[config.mk]
export PLATFORM = sky130hd
export DESIGN_NAME = svpwm_front
export DESIGN_NICKNAME = d
export VERILOG_FILES = /design/src/sv/svpwm_pkg.sv /design/src/sv/svpwm_front.sv
export SDC_FILE = /design/constraint.sdc
export NUM_CORES = 1
export LEC_CHECK = 0
export BUFFER_PORTS_ARGS = -buffer_cell sky130_fd_sc_hd__buf_2
export CORE_ASPECT_RATIO = 0.6
export CORE_UTILIZATION = 48
export CTS_CLUSTER_SIZE = 20
export DETAILED_ROUTE_END_ITERATION = 7
export PLACE_DENSITY_LB_ADDON = 0.12
export SLEW_MARGIN = 20
export SYNTH_ARGS = -nofsm -noshare
export SYNTH_HDL_FRONTEND = slang
export SYNTH_SLANG_ARGS = --single-unit
[constraint.sdc]
create_clock -name clock -period 21.7 [get_ports clock]
set_input_delay 5.425 -clock clock [delete_from_list [all_inputs] [get_ports clock]]
set_output_delay 5.425 -clock clock [all_outputs]
set_load 0.005 [all_outputs]
[src/sv/svpwm_pkg.sv]
// svpwm_pkg: shared types and constants of the space vector pwm compare block
// no dependencies; used by every module of the block except svpwm_div
package svpwm_pkg;

   localparam int VOLT_W  = 16;
   localparam int BUS_W   = 15;
   localparam int COUNT_W = 16;
   localparam int NUM_W   = 32;   // magnitude of an active time numerator
   localparam int TIME_W  = 33;   // active time before rescale
   localparam int SUM_W   = 34;
   localparam int PER_W   = 17;   // time in Q1.16 of one period, up to one

   localparam logic signed [33:0] SQRT3_HALF_Q16 = 34'sd56756;
   localparam logic [16:0]        SQRT3_Q16      = 17'd113512;
   localparam logic [PER_W-1:0]   ONE_PERIOD     = 17'd65536;
   localparam logic [PER_W-1:0]   HALF_PERIOD    = 17'd32768;

   // register indexes of the csr port
   localparam logic [1:0] CSR_BUS_MIN  = 2'd0;
   localparam logic [1:0] CSR_PERIOD   = 2'd1;
   localparam logic [1:0] CSR_CMP_MAX  = 2'd2;
   localparam logic [1:0] CSR_NEUTRAL  = 2'd3;

   // sector codes from the three sign tests
   localparam logic [2:0] SECTOR_1 = 3'd1;
   localparam logic [2:0] SECTOR_2 = 3'd2;
   localparam logic [2:0] SECTOR_3 = 3'd3;
   localparam logic [2:0] SECTOR_4 = 3'd4;
   localparam logic [2:0] SECTOR_5 = 3'd5;
   localparam logic [2:0] SECTOR_6 = 3'd6;

   typedef struct packed {
      logic signed [VOLT_W-1:0] volt_alpha;
      logic signed [VOLT_W-1:0] volt_beta;
      logic [BUS_W-1:0]         bus_volts;
   } req_type;

   typedef struct packed {
      logic [COUNT_W-1:0] compare_a;
      logic [COUNT_W-1:0] compare_b;
      logic [COUNT_W-1:0] compare_c;
      logic [2:0]         sector_code;
      logic               bus_low;
   } rsp_type;

   typedef struct packed {
      logic [BUS_W-1:0]   bus_min_volts;
      logic [COUNT_W-1:0] period_counts;
      logic [COUNT_W-1:0] compare_max;
      logic [COUNT_W-1:0] neutral_compare;
   } cfg_type;

   // classified request passed from front to back
   typedef struct packed {
      logic             bus_low;
      logic [2:0]       sector;
      logic [BUS_W-1:0] bus;
      logic [NUM_W-1:0] num1;
      logic [NUM_W-1:0] num2;
   } item_type;

endpackage

[src/sv/svpwm_front.sv]
// svpwm_front: takes requests, checks the bus, finds the sector and the two
// active time numerators; depends on svpwm_pkg
module svpwm_front (
   input  logic                clock,
   input  logic                reset,
   input  logic                req_push,
   input  svpwm_pkg::req_type  req_data,
   output logic                req_full,
   input  svpwm_pkg::cfg_type  cfg,
   input  logic                q_full,
   output logic                q_push,
   output svpwm_pkg::item_type q_data
);

   logic                     valid_ff, valid_in;
   logic signed [33:0]       ca_ff, ca_in;
   logic signed [15:0]       beta_ff;
   logic [svpwm_pkg::BUS_W-1:0] bus_ff;
   logic                     low_ff, low_in;
   logic                     advance;

   logic signed [33:0] hb, u1, u2, u3, ny, nz, n1, n2;
   logic [2:0]         sector;

   function automatic logic [svpwm_pkg::NUM_W-1:0] clamp_pos(input logic signed [33:0] n);
      if (n > 34'sd0) begin
         return n[svpwm_pkg::NUM_W-1:0];
      end
      return '0;
   endfunction

   assign advance  = !valid_ff || !q_full;
   assign req_full = !advance;
   assign valid_in = advance ? req_push : valid_ff;
   assign ca_in    = 34'(req_data.volt_alpha) * svpwm_pkg::SQRT3_HALF_Q16;
   assign low_in   = (req_data.bus_volts == '0) ||
                     (req_data.bus_volts < cfg.bus_min_volts);

   always_ff @(posedge clock) begin
      if (reset) begin
         valid_ff <= 1'b0;
      end else begin
         valid_ff <= valid_in;
      end
   end

   always_ff @(posedge clock) begin
      if (advance) begin
         ca_ff   <= ca_in;
         beta_ff <= req_data.volt_beta;
         bus_ff  <= req_data.bus_volts;
         low_ff  <= low_in;
      end
   end

   // all terms in Q.16 volts
   assign hb = $signed({{3{beta_ff[15]}}, beta_ff, 15'b0});
   assign u1 = $signed({{2{beta_ff[15]}}, beta_ff, 16'b0});
   assign u2 = ca_ff - hb;
   assign u3 = -ca_ff - hb;
   assign ny = ca_ff + hb;
   assign nz = hb - ca_ff;

   assign sector = {(u3 > 34'sd0), (u2 > 34'sd0), (u1 > 34'sd0)};

   always_comb begin
      unique case (sector)
         svpwm_pkg::SECTOR_1: begin n1 = nz;  n2 = ny;  end
         svpwm_pkg::SECTOR_2: begin n1 = ny;  n2 = -u1; end
         svpwm_pkg::SECTOR_3: begin n1 = -nz; n2 = u1;  end
         svpwm_pkg::SECTOR_4: begin n1 = -u1; n2 = nz;  end
         svpwm_pkg::SECTOR_5: begin n1 = u1;  n2 = -ny; end
         svpwm_pkg::SECTOR_6: begin n1 = -ny; n2 = -nz; end
         default:             begin n1 = '0;  n2 = '0;  end
      endcase
   end

   assign q_push         = valid_ff && !q_full;
   assign q_data.bus_low = low_ff;
   assign q_data.sector  = low_ff ? 3'd0 : sector;
   assign q_data.bus     = bus_ff;
   assign q_data.num1    = low_ff ? '0 : clamp_pos(n1);
   assign q_data.num2    = low_ff ? '0 : clamp_pos(n2);

endmodule

### Word level (Yosys, flattened, before mapping)

Cells that the tools add are included.

| word-level totals | value |
|---|---|
| RAM bits | 0 |
| latch bits | 0 |
| ROM bits | 0 |
| register bits after elaboration | 65 |
| memories kept | 0 |
| output and inout port bits | 85 |
| logic and storage cells | 44 |
| input port bits | 114 |

| operators by class | value |
|---|---|
| multipliers | 1 |
| $lt $le $gt $ge | 6 |
| eq/ne operators | 6 |
| shifts and indexed selects | 0 |
| reductions and logical operators | 7 |
| bitwise gates (word level) | 0 |
| divide/modulo/power cells | 0 |
| mux-type cells | 11 |
| add/subtract/negate cells | 8 |

Operator list:

| kind | number |
|---|---|
| 34-bit one-hot mux with 6 select lines | 2 |
| 32-bit 2-to-1 mux | 6 |
| 34-bit by 1-bit > comparator with 1-bit output (second input constant) | 4 |
| 34-bit negation | 3 |
| 34-bit by 31-bit subtractor with 34-bit output | 2 |
| 34-bit by 31-bit adder with 34-bit output | 1 |
| 32-bit negation with 34-bit output | 1 |
| 31-bit by 34-bit subtractor with 34-bit output | 1 |
| 32-bit by 1-bit > comparator with 1-bit output (second input constant) | 1 |
| 16-bit by 15-bit multiplier with 31-bit output (second input constant) | 1 |
| 15-bit logical NOT | 1 |
| 15-bit less-than comparator | 1 |
| 3-bit equality test (second input constant) | 3 |
| 3-bit by 2-bit equality test with 1-bit output (second input constant) | 2 |
| 3-bit by 1-bit equality test with 1-bit output (second input constant) | 1 |
| 1-bit logical NOT | 3 |
| 3-bit 2-to-1 mux | 1 |
| 1-bit logical OR | 2 |
| 1-bit 2-to-1 mux | 2 |
| 1-bit logical AND | 1 |

### Longest topological paths before layout

| logic depth | value |
|---|---|
| depth in word-level cells | 9 |
| gate-level depth with buffers | 23 |
| mapped depth without buffers | 23 |

### Worst setup path after synthesis

No wires, ideal clock.

| path | value |
|---|---|
| path kind | in2out |
| start point | input q_full |
| end point | output req_full |
| stages | 2 |
| setup slack | 9.291 ns |
| required time | 16.275 ns |
| path buffers | 0 |
| arrival | 6.984 ns |
| path through | nand2_1 -> inv_1 |

| between the ends | value |
|---|---|
| word-level cells in the longest chain between the ends | 3 |

RTL lines:

| item | line | RTL |
|---|---|---|
| start, declared | svpwm_front.sv:10 | `input logic q_full,` |
| 1-bit logical NOT | svpwm_front.sv:32 | `assign advance = !valid_ff \|\| !q_full;` |
| 1-bit logical OR | svpwm_front.sv:32 |  |
| 1-bit logical NOT | svpwm_front.sv:33 | `assign req_full = !advance;` |
| end, declared | svpwm_front.sv:8 | `output logic req_full,` |

Every way passes these cells.

==> flow_summary.toml <==
[cts]
numClockSinks = 64
h-tree-depth = 3
cts.path.max_buffers = 2
cts_resized = 0
cts_setup_buffers = 0
cts_buffers = 9
cts_hold_buffers = 0
cts_tree = "done"
clk_pin_slew_ns = 0.06
insertion_delay_ns = 0.39
cts_root_buf = "clkbuf_16"

[global_route]
grt_pass1_wl_mm = 92.3
grt_pass1_vias = 15800
grt_use_total_pct = 32.1
antenna_found_initial = 1
grt_max_degree = 65
overflow = 0

[worst_setup_path]
arrival_ns = 7.60
r2r-end = "ca_ff[10]"
crit_end = "q_data[58]"
rr_worst_depth = 1
start_kind = "flip-flop"
endpoint_kind = "output port"
critPathMaxFanout = 25
startpoint = "beta_ff[5]"
crit_type = "flip-flop to output port"
rr_startpoint = "valid_ff"
rrSetupSlack_ns = 20.27
crit_required_ns = 16.27

[final_layout]
final_cell_mix = "inv_1, ha_1, nor2_1"
nets = 2780
layout-drive-gt1-share_pct = 10.5
fin_cells = 2782
final_common_cell = "inv_1"
syn2layout_area_growth_pct = 7.76
fill_cells = 3447
multi_input_area_um2 = 14300
regArea_um2 = 1910

[floorplanning]
start_util_pct = 49.6
die_h_um = 150
die_width_um = 249
pin_count = 199
fp-row-count = 53
core-area_um2 = 35500
dieArea_um2 = 37500

[synth]
syn_area_um2 = 17600
synthSimpleGateAreaFrac_pct = 20.1
synth_fa_ha_area_share_pct = 30.6
synth_xor_area_share_pct = 6.76
synth_top_family_by_area = "adder cells"
synth_edf_count = 63
ys_ff_latch = 64
synth-async-reset-ratio_pct = 0
synth_area_leaders = "ha_1, fa_1, edfxtp_1"
ys_warn_count = 0
syn_inst = 2235
syn_avg_cell_area_um2 = 7.88
ys.flop_type = "edfxtp_1"
synth_top_area_cell = "ha_1"
synth_compound_area_share_pct = 22.0
post_synth_num_cell_types = 93
muxShareOfSynthArea_pct = 1.57
yosysTopAreaCellShare_pct = 16.6
ys_seq_area_share_pct = 10.9

[timing]
tns_ns = 0
max_freq_mhz = 76.8
hold_viol_final = 0
finalCriticalPeriod_ns = 13.02
relSlewSlack_pct = 36.5
finalCritPeriodShare_pct = 60.0
slew_viol_final = 0
skew_ns = 0.0121
setup_violations = 0
rsz0062_at_grt = "false"
worst_pin_slew_ns = 0.944

[routing]
drc = 0
wire_per_inst_um = 21.6
detail-route-antenna-nets = 0
vias = 17300
routed_wl_mm = 60.2
first_iter_violations = 1956
firstDrtPassIters = 6
via_per_inst = 6.23

[placement]
routabilityCongestion = 0.976
dp.cells = 2765
port_buffers = 146
hpwl_mm = 48.5

[status]
status = "finished clean"

[hold_path]
hp-class = "flip-flop to flip-flop"

[run]
drv_cap = 0
-- cell type report --
| type | count | share of cell area (%) |
|---|---|---|
| antenna | 2 | 0.0264 |
| clock buffer | 9 | 1.19 |
| clock inverter | 6 | 0.376 |
| inverter | 252 | 4.98 |
| multi-input combinational | 1813 | 75.5 |
| sequential | 64 | 10.1 |
| tap | 467 | 3.08 |
| timing repair buffer | 169 | 4.76 |
-- synth_stat cells, types with 7 or more instances --
master / number
o21ai_0: 92
nor4_1: 32
nand3_1: 66
o211ai_1: 21
and2_1: 12
inv_1: 249
xnor2_1: 106
or4_1: 15
a21o_1: 30
a22oi_1: 20
ha_1: 234
fa_1: 123
nand2b_1: 22
a211oi_1: 24
buf_1: 7
buf_2: 18
nor2b_1: 31
edfxtp_1: 63
buf_4: 8
a221oi_1: 14
nor3_1: 81
a21oi_1: 164
o22ai_1: 23
o21bai_1: 15
a311oi_1: 8
or2_2: 15
a41oi_1: 10
nand4_1: 27
clkbuf_1: 75
o31ai_1: 18
or3_1: 23
nor2_1: 206
mux2i_1: 22
and3_1: 16
a31oi_1: 29
nand3b_1: 7
nand2_1: 125
o21a_1: 14
a2111oi_0: 9
o31a_1: 11
xor2_1: 30
-- cells by family (layout without fill, tap and decap cells) --
family | after synthesis | count (layout)
buffers and inverters | 361 | 436
AND/OR/NAND/NOR | 712 | 712
flip-flops | 64 | 64
multiplexers | 27 | 27
other | 1 | 6
adder cells (fa/ha/maj) | 357 | 357
XOR/XNOR | 136 | 136
AO/OA/AOI/OAI | 577 | 577
-- worst min-delay path by stage --
stage	startpoint	to	slack [ns]	depth (start not counted)
floorplan	valid_ff	beta_ff[0]	1.84	1
global route	valid_ff	beta_ff[1]	1.32	1
CTS	valid_ff	bus_ff[7]	1.25	1
global placement	valid_ff	bus_ff[13]	1.21	1
detailed placement	valid_ff	low_ff	1.24	1
finish	valid_ff	low_ff	1.20	1
-- stage by stage --
step | instance area, µm² | worst slack, ns | hold slack [ns] | util (%)
6_report | 19000 | 8.68 | 1.20 | 53.4
5_1_grt | 19000 | 8.44 | 1.32 | 53.4
4_1_cts | 19000 | 9.01 | 1.25 | 53.4
3_5_place_dp | 18700 | 9.46 | 1.24 | 52.5
3_3_place_gp | 18700 | 9.50 | 1.21 | 52.5
2_1_floorplan | 17600 | 9.29 | 1.84 | -
-- worst max-delay path, cell delays in order (launching register included) --
cell and delay [ns]:
edfxtp_1 0.59, inv_1 0.18, ha_1 0.78, xor2_1 0.61, nand4_1 0.30, or3_1 0.44
o211ai_1 0.57, a41oi_1 0.21, mux2_2 0.25, nor4b_1 0.64, o2111ai_2 0.21, buf_4 0.29
o21a_2 0.42, nand2_1 0.65, o22ai_1 0.20, a2111oi_0 0.60, nor2_1 0.09, buf_2 0.15
-- sequential cells by signal, summed over array words and instances, names as in the netlist --
name,count
ca_ff,31
beta_ff,16
bus_ff,15
low_ff,1
valid_ff,1
-- layer usage --
layer / share of wire [%] / global-route usage (%) / wire length (µm) / vias to the layer above
met1: 49 / 50.1 / 29400 / 8318
met2: 39 / 43.2 / 23400 / 835
met3: 11 / 8.42 / 6510 / 60
met4: 1.3 / 5.74 / 792 / 2
li1: - / - / - / 8124
met5: 0.19 / 2.34 / 117 / -
Power is left out: the tool's default activity adds up to more than one toggle a clock period on the data nets, which glitch-free logic cannot reach.
