[src/sv/svpwm_pkg.sv]
// svpwm_pkg: shared types and constants of the space vector pwm compare block
// no dependencies; used by every module of the block except svpwm_div
package svpwm_pkg;

   localparam int VOLT_W  = 16;
   localparam int BUS_W   = 15;
   localparam int COUNT_W = 16;
   localparam int NUM_W   = 32;   // magnitude of an active time numerator
   localparam int TIME_W  = 33;   // active time before rescale
   localparam int SUM_W   = 34;
   localparam int PER_W   = 17;   // time in Q1.16 of one period, up to one

   localparam logic signed [33:0] SQRT3_HALF_Q16 = 34'sd56756;
   localparam logic [16:0]        SQRT3_Q16      = 17'd113512;
   localparam logic [PER_W-1:0]   ONE_PERIOD     = 17'd65536;
   localparam logic [PER_W-1:0]   HALF_PERIOD    = 17'd32768;

   // register indexes of the csr port
   localparam logic [1:0] CSR_BUS_MIN  = 2'd0;
   localparam logic [1:0] CSR_PERIOD   = 2'd1;
   localparam logic [1:0] CSR_CMP_MAX  = 2'd2;
   localparam logic [1:0] CSR_NEUTRAL  = 2'd3;

   // sector codes from the three sign tests
   localparam logic [2:0] SECTOR_1 = 3'd1;
   localparam logic [2:0] SECTOR_2 = 3'd2;
   localparam logic [2:0] SECTOR_3 = 3'd3;
   localparam logic [2:0] SECTOR_4 = 3'd4;
   localparam logic [2:0] SECTOR_5 = 3'd5;
   localparam logic [2:0] SECTOR_6 = 3'd6;

   typedef struct packed {
      logic signed [VOLT_W-1:0] volt_alpha;
      logic signed [VOLT_W-1:0] volt_beta;
      logic [BUS_W-1:0]         bus_volts;
   } req_type;

   typedef struct packed {
      logic [COUNT_W-1:0] compare_a;
      logic [COUNT_W-1:0] compare_b;
      logic [COUNT_W-1:0] compare_c;
      logic [2:0]         sector_code;
      logic               bus_low;
   } rsp_type;

   typedef struct packed {
      logic [BUS_W-1:0]   bus_min_volts;
      logic [COUNT_W-1:0] period_counts;
      logic [COUNT_W-1:0] compare_max;
      logic [COUNT_W-1:0] neutral_compare;
   } cfg_type;

   // classified request passed from front to back
   typedef struct packed {
      logic             bus_low;
      logic [2:0]       sector;
      logic [BUS_W-1:0] bus;
      logic [NUM_W-1:0] num1;
      logic [NUM_W-1:0] num2;
   } item_type;

endpackage

[src/sv/svpwm_div.sv]
// svpwm_div: restoring divider, one quotient bit per cycle
// stand-alone; the remainder start value must be below the divisor
module svpwm_div #(
   parameter int QW = 33,
   parameter int DW = 15
) (
   input  logic          clock,
   input  logic          reset,
   input  logic          start,
   input  logic [DW-1:0] rem_init,
   input  logic [QW-1:0] dividend,
   input  logic [DW-1:0] divisor,
   output logic          done,
   output logic [QW-1:0] quotient
);

   localparam int CW = $clog2(QW + 1);

   logic [DW-1:0] rem_ff, rem_in;
   logic [QW-1:0] dvd_ff, dvd_in;
   logic [DW-1:0] dsr_ff;
   logic [CW-1:0] cnt_ff, cnt_in;
   logic          run_ff, run_in;
   logic          done_ff, done_in;
   logic [DW:0]   shifted;
   logic [DW:0]   trial;

   assign shifted  = {rem_ff, dvd_ff[QW-1]};
   assign trial    = shifted - {1'b0, dsr_ff};
   assign done     = done_ff;
   assign quotient = dvd_ff;

   always_comb begin
      rem_in  = rem_ff;
      dvd_in  = dvd_ff;
      cnt_in  = cnt_ff;
      run_in  = run_ff;
      done_in = 1'b0;
      if (start) begin
         rem_in = rem_init;
         dvd_in = dividend;
         cnt_in = CW'(QW);
         run_in = 1'b1;
      end else if (run_ff) begin
         if (!trial[DW]) begin
            rem_in = trial[DW-1:0];
         end else begin
            rem_in = shifted[DW-1:0];
         end
         dvd_in = {dvd_ff[QW-2:0], ~trial[DW]};
         cnt_in = cnt_ff - 1'b1;
         if (cnt_ff == CW'(1)) begin
            run_in  = 1'b0;
            done_in = 1'b1;
         end
      end
   end

   always_ff @(posedge clock) begin
      if (reset) begin
         run_ff  <= 1'b0;
         done_ff <= 1'b0;
         cnt_ff  <= '0;
      end else begin
         run_ff  <= run_in;
         done_ff <= done_in;
         cnt_ff  <= cnt_in;
      end
   end

   always_ff @(posedge clock) begin
      rem_ff <= rem_in;
      dvd_ff <= dvd_in;
      if (start) begin
         dsr_ff <= divisor;
      end
   end

endmodule

[src/sv/svpwm_back.sv]
// svpwm_back: sequencer that turns a classified request into three compares
// depends on svpwm_pkg and svpwm_div
module svpwm_back (
   input  logic                clock,
   input  logic                reset,
   input  svpwm_pkg::cfg_type  cfg,
   input  logic                q_empty,
   input  svpwm_pkg::item_type q_data,
   output logic                q_pop,
   input  logic                rsp_pop,
   output logic                rsp_empty,
   output svpwm_pkg::rsp_type  rsp_data
);

   localparam logic [3:0] S_IDLE  = 4'd0;
   localparam logic [3:0] S_MUL   = 4'd1;
   localparam logic [3:0] S_DIV1S = 4'd2;
   localparam logic [3:0] S_DIV1W = 4'd3;
   localparam logic [3:0] S_SUM   = 4'd4;
   localparam logic [3:0] S_DIV2W = 4'd5;
   localparam logic [3:0] S_MAP   = 4'd6;
   localparam logic [3:0] S_MUL2  = 4'd7;
   localparam logic [3:0] S_CLIP  = 4'd8;
   localparam logic [3:0] S_OUT   = 4'd9;

   localparam int TW = svpwm_pkg::TIME_W;
   localparam int PW = svpwm_pkg::PER_W;
   localparam int SW = svpwm_pkg::SUM_W;

   logic [3:0]  state_ff, state_in;
   svpwm_pkg::item_type item_ff;
   logic [TW-1:0] q1_ff, q2_ff, t1_ff, t2_ff;
   logic [PW-1:0] s1_ff, s2_ff;
   logic [PW-1:0] ta_ff, tb_ff, tc_ff;
   logic [32:0]   pa_ff, pb_ff, pc_ff;
   svpwm_pkg::rsp_type res_ff, res_in;
   svpwm_pkg::rsp_type out_ff;
   logic          out_valid_ff, out_valid_in;

   logic [48:0]   prod1, prod2;
   logic [SW-1:0] sum;
   logic          div1_start, div1_done_a, div1_done_b;
   logic [TW-1:0] div1_q_a, div1_q_b;
   logic          div2_start, div2_done_a, div2_done_b;
   logic [PW-1:0] div2_q_a, div2_q_b;
   logic [PW:0]   idle_time;
   logic [PW-1:0] p1, p2, p3;
   logic [PW-1:0] ca_cmp, cb_cmp, cc_cmp;
   logic          out_load;

   function automatic logic [svpwm_pkg::COUNT_W-1:0] clip(input logic [32:0] p,
                                                          input logic [15:0] lim);
      if (p[32:16] > {1'b0, lim}) begin
         return lim;
      end
      return p[31:16];
   endfunction

   assign prod1 = 49'(item_ff.num1) * 49'(svpwm_pkg::SQRT3_Q16);
   assign prod2 = 49'(item_ff.num2) * 49'(svpwm_pkg::SQRT3_Q16);
   assign sum   = SW'(t1_ff) + SW'(t2_ff);

   assign div1_start = (state_ff == S_DIV1S);
   assign div2_start = (state_ff == S_SUM) && (sum > SW'(svpwm_pkg::ONE_PERIOD));

   // active time = floor(num * sqrt3 / 2^16) / bus
   svpwm_div #(.QW(TW), .DW(svpwm_pkg::BUS_W)) u_div1_a (
      .clock(clock), .reset(reset), .start(div1_start), .rem_init('0),
      .dividend(q1_ff), .divisor(item_ff.bus), .done(div1_done_a), .quotient(div1_q_a)
   );
   svpwm_div #(.QW(TW), .DW(svpwm_pkg::BUS_W)) u_div1_b (
      .clock(clock), .reset(reset), .start(div1_start), .rem_init('0),
      .dividend(q2_ff), .divisor(item_ff.bus), .done(div1_done_b), .quotient(div1_q_b)
   );

   // rescale t * 2^16 / sum; t <= sum so the quotient needs 17 bits
   svpwm_div #(.QW(PW), .DW(SW)) u_div2_a (
      .clock(clock), .reset(reset), .start(div2_start),
      .rem_init(SW'(t1_ff[TW-1:1])), .dividend({t1_ff[0], 16'b0}),
      .divisor(sum), .done(div2_done_a), .quotient(div2_q_a)
   );
   svpwm_div #(.QW(PW), .DW(SW)) u_div2_b (
      .clock(clock), .reset(reset), .start(div2_start),
      .rem_init(SW'(t2_ff[TW-1:1])), .dividend({t2_ff[0], 16'b0}),
      .divisor(sum), .done(div2_done_b), .quotient(div2_q_b)
   );

   assign idle_time = {1'b0, svpwm_pkg::ONE_PERIOD} - {1'b0, s1_ff} - {1'b0, s2_ff};
   assign p1 = PW'(idle_time[PW:2]);
   assign p2 = p1 + {1'b0, s1_ff[PW-1:1]};
   assign p3 = p2 + {1'b0, s2_ff[PW-1:1]};

   always_comb begin
      unique case (item_ff.sector)
         svpwm_pkg::SECTOR_1: begin ca_cmp = p2; cb_cmp = p1; cc_cmp = p3; end
         svpwm_pkg::SECTOR_2: begin ca_cmp = p1; cb_cmp = p3; cc_cmp = p2; end
         svpwm_pkg::SECTOR_3: begin ca_cmp = p1; cb_cmp = p2; cc_cmp = p3; end
         svpwm_pkg::SECTOR_4: begin ca_cmp = p3; cb_cmp = p2; cc_cmp = p1; end
         svpwm_pkg::SECTOR_5: begin ca_cmp = p3; cb_cmp = p1; cc_cmp = p2; end
         svpwm_pkg::SECTOR_6: begin ca_cmp = p2; cb_cmp = p3; cc_cmp = p1; end
         default: begin
            ca_cmp = svpwm_pkg::HALF_PERIOD;
            cb_cmp = svpwm_pkg::HALF_PERIOD;
            cc_cmp = svpwm_pkg::HALF_PERIOD;
         end
      endcase
   end

   assign q_pop    = (state_ff == S_IDLE) && !q_empty;
   assign out_load = (state_ff == S_OUT) && (!out_valid_ff || rsp_pop);

   always_comb begin
      state_in = state_ff;
      res_in   = res_ff;
      unique case (state_ff)
         S_IDLE: begin
            if (!q_empty) begin
               if (q_data.bus_low) begin
                  res_in.compare_a   = cfg.neutral_compare;
                  res_in.compare_b   = cfg.neutral_compare;
                  res_in.compare_c   = cfg.neutral_compare;
                  res_in.sector_code = 3'd0;
                  res_in.bus_low     = 1'b1;
                  state_in           = S_OUT;
               end else begin
                  state_in = S_MUL;
               end
            end
         end
         S_MUL:   state_in = S_DIV1S;
         S_DIV1S: state_in = S_DIV1W;
         S_DIV1W: begin
            if (div1_done_a && div1_done_b) begin
               state_in = S_SUM;
            end
         end
         S_SUM:   state_in = div2_start ? S_DIV2W : S_MAP;
         S_DIV2W: begin
            if (div2_done_a && div2_done_b) begin
               state_in = S_MAP;
            end
         end
         S_MAP:   state_in = S_MUL2;
         S_MUL2:  state_in = S_CLIP;
         S_CLIP: begin
            res_in.compare_a   = clip(pa_ff, cfg.compare_max);
            res_in.compare_b   = clip(pb_ff, cfg.compare_max);
            res_in.compare_c   = clip(pc_ff, cfg.compare_max);
            res_in.sector_code = item_ff.sector;
            res_in.bus_low     = 1'b0;
            state_in           = S_OUT;
         end
         S_OUT: begin
            if (out_load) begin
               state_in = S_IDLE;
            end
         end
         default: state_in = S_IDLE;
      endcase
   end

   assign out_valid_in = out_load || (out_valid_ff && !rsp_pop);

   always_ff @(posedge clock) begin
      if (reset) begin
         state_ff     <= S_IDLE;
         out_valid_ff <= 1'b0;
      end else begin
         state_ff     <= state_in;
         out_valid_ff <= out_valid_in;
      end
   end

   always_ff @(posedge clock) begin
      res_ff <= res_in;
      if (q_pop) begin
         item_ff <= q_data;
      end
      if (state_ff == S_MUL) begin
         q1_ff <= prod1[48:16];
         q2_ff <= prod2[48:16];
      end
      if (state_ff == S_DIV1W && div1_done_a) begin
         t1_ff <= div1_q_a;
         t2_ff <= div1_q_b;
      end
      if (state_ff == S_SUM && !div2_start) begin
         s1_ff <= t1_ff[PW-1:0];
         s2_ff <= t2_ff[PW-1:0];
      end
      if (state_ff == S_DIV2W && div2_done_a) begin
         s1_ff <= div2_q_a;
         s2_ff <= div2_q_b;
      end
      if (state_ff == S_MAP) begin
         ta_ff <= ca_cmp;
         tb_ff <= cb_cmp;
         tc_ff <= cc_cmp;
      end
      if (state_ff == S_MUL2) begin
         pa_ff <= 33'(ta_ff) * 33'(cfg.period_counts);
         pb_ff <= 33'(tb_ff) * 33'(cfg.period_counts);
         pc_ff <= 33'(tc_ff) * 33'(cfg.period_counts);
      end
      if (out_load) begin
         out_ff <= res_ff;
      end
   end

   assign rsp_empty = !out_valid_ff;
   assign rsp_data  = out_ff;

endmodule
[config.mk]
export PLATFORM = sky130hd
export DESIGN_NAME = svpwm_back
export DESIGN_NICKNAME = d
export VERILOG_FILES = /design/src/sv/svpwm_pkg.sv /design/src/sv/svpwm_div.sv /design/src/sv/svpwm_back.sv
export SDC_FILE = /design/constraint.sdc
export NUM_CORES = 2
export LEC_CHECK = 0
export BUFFER_PORTS_ARGS = -buffer_cell sky130_fd_sc_hd__buf_2
export CORE_UTILIZATION = 59
export DETAILED_ROUTE_END_ITERATION = 10
export PLACE_DENSITY = 0.79
export SLEW_MARGIN = 20
export SYNTH_ARGS = -nofsm -noshare
export SYNTH_HDL_FRONTEND = slang
export SYNTH_HIERARCHICAL = 1
export SYNTH_SLANG_ARGS = --single-unit
[constraint.sdc]
create_clock -name clock -period 11.9 [get_ports clock]
set_clock_uncertainty 0.1 [all_clocks]
set_input_delay 2.38 -clock clock [delete_from_list [all_inputs] [get_ports clock]]
set_output_delay 2.38 -clock clock [all_outputs]
set_load 0.03 [all_outputs]
# --- Yosys cells after proc, flatten, opt, wreduce, memory -nomap -nowiden ---
# Index checks and enable logic that the tools add are counted.
classes:
  n_addsub: 13
  n_mul: 5
  magnitude_cmp: 4
  n_eq_ne: 24
  n_mux: 69
  n_bitwise: 8
  reduce_logical: 39
ops:
  columns: ["cell", "count"]
  rows:
  - ["17-bit one-hot mux with 3 select lines", 3]
  - ["17-bit 2-to-1 mux", 8]
  - ["33-bit 2-to-1 mux", 4]
  - ["32-bit 2-to-1 mux", 4]
  - ["52-bit 2-to-1 mux", 2]
  - ["52-bit one-hot mux with 2 select lines", 1]
  - ["17-bit by 16-bit multiplier with 33-bit output", 3]
  - ["16-bit 2-to-1 mux", 6]
  - ["32-bit by 14-bit multiplier with 46-bit output (second input constant)", 2]
  - ["35-bit by 34-bit subtractor with 35-bit output", 2]
  - ["34-bit 2-to-1 mux", 2]
  - ["17-bit by 16-bit > comparator with 1-bit output", 3]
  - ["4-bit one-hot mux with 10 select lines", 1]
  - ["33-bit by 33-bit adder with 34-bit output", 1]
  - ["34-bit by 17-bit > comparator with 1-bit output (second input constant)", 1]
  - ["16-bit by 15-bit subtractor with 16-bit output", 2]
  - ["15-bit 2-to-1 mux", 2]
  - ["6-bit 2-to-1 mux", 4]
  - ["1-bit 2-to-1 mux", 22]
  - ["2-bit OR reduction", 11]
  - ["4-bit 2-to-1 mux", 5]
  - ["5-bit 2-to-1 mux", 4]
  - ["17-bit by 17-bit subtractor with 18-bit output (first input constant)", 1]
  - ["18-bit by 17-bit subtractor with 18-bit output", 1]
  - ["other kinds (24)", 67]
word_totals:
  ff_bits: 784
  inputBits: 150
  elab_cells: 220

# --- Longest topological paths before layout ---
logic_depth:
  word_depth: 7
  mapped_depth: 27

# --- Modules after synthesis ---
# Netlist, hierarchy kept.
by_module_without_submodules:
  columns: ["module", "n_inst", "cells_each", "area_per_inst_um2"]
  rows:
  - ["svpwm_back", 1, 6426, 65093.7]
  - ["svpwm_div at u_div2_a ...", 2, 578, 5924.4]
  - ["svpwm_div at u_div1_a", 1, 324, 3838.7]
  - ["svpwm_div at u_div1_b", 1, 304, 3801.1]

# --- Least setup slack after synthesis ---
# OpenSTA, ideal clock, no wires.
synth_timing:
  kind: "reg2reg"
  startpoint: "reg t1_ff[0]"
  endpoint: "reg u_div2_a.dvd_ff[0], in the netlist u_div2_a/quotient[0], enable pin"
  setup_time_ns: 0.386
  t_arrival_ns: 11.081
  setup_slack_ns: 0.332
  path_stages_with_launch: 19
  n_path_buf: 3
  period_less_slack_ns: 11.568
  cell_sequence: "edfxtp_1 ha_1 inv_1 fa_1 nor2b_1 o2111a_1 o31ai_2 a211o_1 a21oi_1 or2_2 o311ai_1 nor3_1 nand4_1 nor4_2 nor4_1 clkbuf_1 clkbuf_1 clkbuf_1 or2_2"
synth_via:
  elab_chain_cells: 3
synth_lines:
  columns: ["item", "line", "text"]
  rows:
  - ["from (decl)", "svpwm_back.sv:32", "logic [TW-1:0] q1_ff, q2_ff, t1_ff, t2_ff;"]
  - ["from (signal assigned)", "svpwm_back.sv:184", "t1_ff <= div1_q_a;"]
  - ["33-bit by 33-bit adder with 34-bit output", "svpwm_back.sv:61", "assign sum = SW'(t1_ff) + SW'(t2_ff);"]
  - ["named net sum[30]", "svpwm_back.sv:41", "logic [SW-1:0] sum;"]
  - ["34-bit by 17-bit > comparator with 1-bit output", "svpwm_back.sv:64", "assign div2_start = (state_ff == S_SUM) && (sum > SW'(svpwm_pkg::ONE_PERIOD));"]
  - ["1-bit logical AND", "svpwm_back.sv:64", null]
  - ["named net div2_start", "svpwm_back.sv:44", "logic div2_start, div2_done_a, div2_done_b;"]
  - ["to (signal assigned)", "svpwm_div.sv:73", "dvd_ff <= dvd_in;"]
  - ["to (decl)", "svpwm_div.sv:20", "logic [QW-1:0] dvd_ff, dvd_in;"]
# The timed path passes the listed nets, and every way through them passes these cells.
# A chain may end at the register's enable or synchronous reset.

# --- Worst setup path after layout ---
layout_timing:
  startpoint: "in cfg[33] (netlist name)"
  endpoint: "reg pb_ff[32] (data pin)"
layout_via:
  elab_chain_cells: 1
layout_lines:
  columns: ["item", "line", "text"]
  rows:
  - ["from (decl)", "svpwm_back.sv:6", "input svpwm_pkg::cfg_type cfg,"]
  - ["17-bit by 16-bit multiplier with 33-bit output", "svpwm_back.sv:202", "pb_ff <= 33'(tb_ff) * 33'(cfg.period_counts);"]
  - ["to (signal assigned)", "svpwm_back.sv:202", null]
  - ["to (decl)", "svpwm_back.sv:35", "logic [32:0] pa_ff, pb_ff, pc_ff;"]
# No other way between the ends.

==> impl_metrics.json <==
{
  "ys_types": 103,
  "ioPinCount": 204,
  "maxCapViolCount": 0,
  "gp_congestion": 0.961,
  "hold_path_class": "flip-flop to flip-flop",
  "crit_fanout": 29,
  "core_area_um2": 142000,
  "cts_tree": "done",
  "cts_resized": 0,
  "area_growth_pct": 6.88,
  "root_buffer": "clkbuf_16",
  "maxSlewHeadroom": 0.230,
  "met1_usage": 0.351,
  "period_share": 0.798,
  "firstDrtPassIters": 10,
  "worst_slew_pin_slew_ns": 1.15,
  "grt_use_total": 0.280,
  "crit_path_end_kind": "flip-flop",
  "synth_seq_cells": 785,
  "setup_viol": 0,
  "grt_overflow": 0,
  "drc": 0,
  "cpPeakStageDelay_ns": 0.65,
  "use_met3": 0.0406,
  "layout_common_cells": "inv_1 (1701), fa_1 (1085), ha_1 (862)",
  "crit_required_ns": 12.23,
  "fin_hold_ws_ns": 0.312,
  "dpl.hpwl_mm": 157,
  "hold_start": "res_ff[20]",
  "rsz0062_at_grt": "no",
  "fin_tns_setup_ns": 0,
  "crit_top_cell": "fa_1",
  "drive_above_1_share": 0.0698,
  "max_clock_freq_mhz": 105,
  "cts_max_path_buffers": 3,
  "grt_antenna_before_repair": 4,
  "die_x_um": 381,
  "final_common_cell": "inv_1",
  "die_y_um": 381,
  "period_needed_ns": 9.49,
  "cts_buffers": 91,
  "arrival_ns": 9.82,
  "yosysSeqAreaShare": 0.275,
  "startpoint": "cfg[33]",
  "crit_type": "input port to flip-flop",
  "outcome": "finished, final reports clean",
  "clk_pin_slew_worst_paths_ns": 0.07,
  "async_flop_share": 0,
  "slew_viol_final": 0,
  "worst_r2r_path_depth": 26,
  "crit_cells": 27,
  "crit_path_start_kind": "input port",
  "initial_core_util": 0.596,
  "crit_family": "adder cells",
  "rows": 138,
  "critical_path_buf_inv_count": 7,
  "grt_max_degree": 196,
  "netlist_instances": 8210,
  "r2r-end": "pa_ff[32]",
  "htreeDepth": 3,
  "grt_pass1_vias": 62000,
  "grt.busiest_layer": "met2",
  "grt_pass1_wl_mm": 322,
  "clock-sinks": 785,
  "synth_edf_count": 750,
  "io_buffers": 188,
  "cp_slowest_cell": "buf_2",
  "drt_iter0_drc": 4990,
  "post_cts_buffers": 0,
  "yosysWarnings": 6,
  "ys.flop_type": "edfxtp_1",
  "syn_area_um2": 84600,
  "vias": 59100,
  "syn_avg_cell_area_um2": 10.3,
  "r2r_start": "ta_ff[7]",
  "grtUsageMet2": 0.490,
  "wl_per_cell_um": 19.6,
  "hold_viol": 0,
  "r2r_slack_ns": 4.13,
  "clock_latency_ns": 0.74,
  "critPathCapture": "pb_ff[32]",
  "nets": 10400,
  "dieArea_um2": 145000,
  "drt-total-wl_mm": 202,
  "viasPerCell": 5.74,
  "ctsHoldBuffers": 0,
  "antenna_left": 0
}
==> through the flow <==
stage | std cells | setup WS, ns | instance area, um2 | utilization
finish | 10300 | 2.41 | 90400 | 0.637
global route | 10300 | 2.15 | 90400 | 0.637
CTS | 10300 | 2.51 | 90400 | 0.637
detailed placement | 10100 | 1.78 | 87500 | 0.616
global placement | 10100 | 1.89 | 87500 | 0.616
floorplan | 8275 | 0.332 | 84800 | -
==> logic make-up after synthesis <==
logic type,count (synthesis),share of synthesized area
adders and majority gates,1947,0.384
AOI/OAI and AO/OA,1115,0.0898
xor gates and xnor gates,248,0.0258
buffers and inverters,1989,0.0893
DFF,785,0.275
and+or+nand+nor,1931,0.111
other,1,0.0000443
muxes,194,0.0250
==> cells in the mapped netlist (all sizes together) (140+ instances only) <==
master  number  share of area
and2       392          0.029
fa        1085           0.26
a21oi      312          0.019
edfxtp     750           0.27
ha         862           0.13
nor2       295          0.013
inv       1702          0.076
mux2       140          0.019
xnor2      149          0.015
clkbuf     248          0.011
o21ai      194          0.012
nand2      738          0.033
==> cell type report <==
type | count | area, um2
Antenna cell | 5 | 12.5
Clock buffer | 109 | 2350
Clock inverter | 58 | 546
Fill cell | 11100 | 51500
Inverter | 1704 | 6400
Multi-Input combinational cell | 5501 | 54100
Sequential cell | 785 | 23200
Tap cell | 1890 | 2360
Timing Repair Buffer | 242 | 1370
==> flip-flops by register name (all words and copies together) (netlist names), 34 cells and up <==
signal,count
u_div2_b/rem_ff,34
u_div2_a/dsr_ff,34
u_div2_a/rem_ff,34
res_ff,52
u_div2_b/dsr_ff,34
rsp_data,52
item_ff,82
==> routing by layer <==
layer  wire length, um  up-vias
li1                  -    27100
met1             79700    29200
met2            101000     2212
met3             13000      519
met4              8350        6
met5                34        -
==> worst min-delay path by stage <==
stage          depth (start not counted)  slack [ns]            to
2_1_floorplan                          0        0.30   rsp_data[0]
3_3_place_gp                           0        0.30  rsp_data[23]
3_5_place_dp                           0        0.30  rsp_data[20]
4_1_cts                                0        0.32  rsp_data[20]
5_1_grt                                0        0.32  rsp_data[13]
6_report                               0        0.31  rsp_data[20]
==> worst reg2reg max path, cell delays in order, from the launching register on <==
cell and delay [ns]:
edfxtp_1 0.92, nand2_1 0.20, fa_1 0.59, inv_1 0.06, fa_1 0.50, inv_1 0.05
fa_1 0.55, inv_1 0.05, fa_1 0.48, fa_1 0.50, inv_1 0.05, fa_1 0.48
inv_1 0.04, ha_1 0.29, nand4_1 0.12, nor2_1 0.21, o2111ai_1 0.18, a31oi_1 0.19
buf_4 0.16, a41oi_1 0.23, a2111oi_0 0.57, o2111ai_1 0.24, a31oi_1 0.27, o21ai_1 0.09
nand2b_1 0.12, a311oi_1 0.13, xnor2_1 0.14
Power is not shown: default switching activity piles up to over one toggle a cycle in this logic, so the estimate is an artifact.
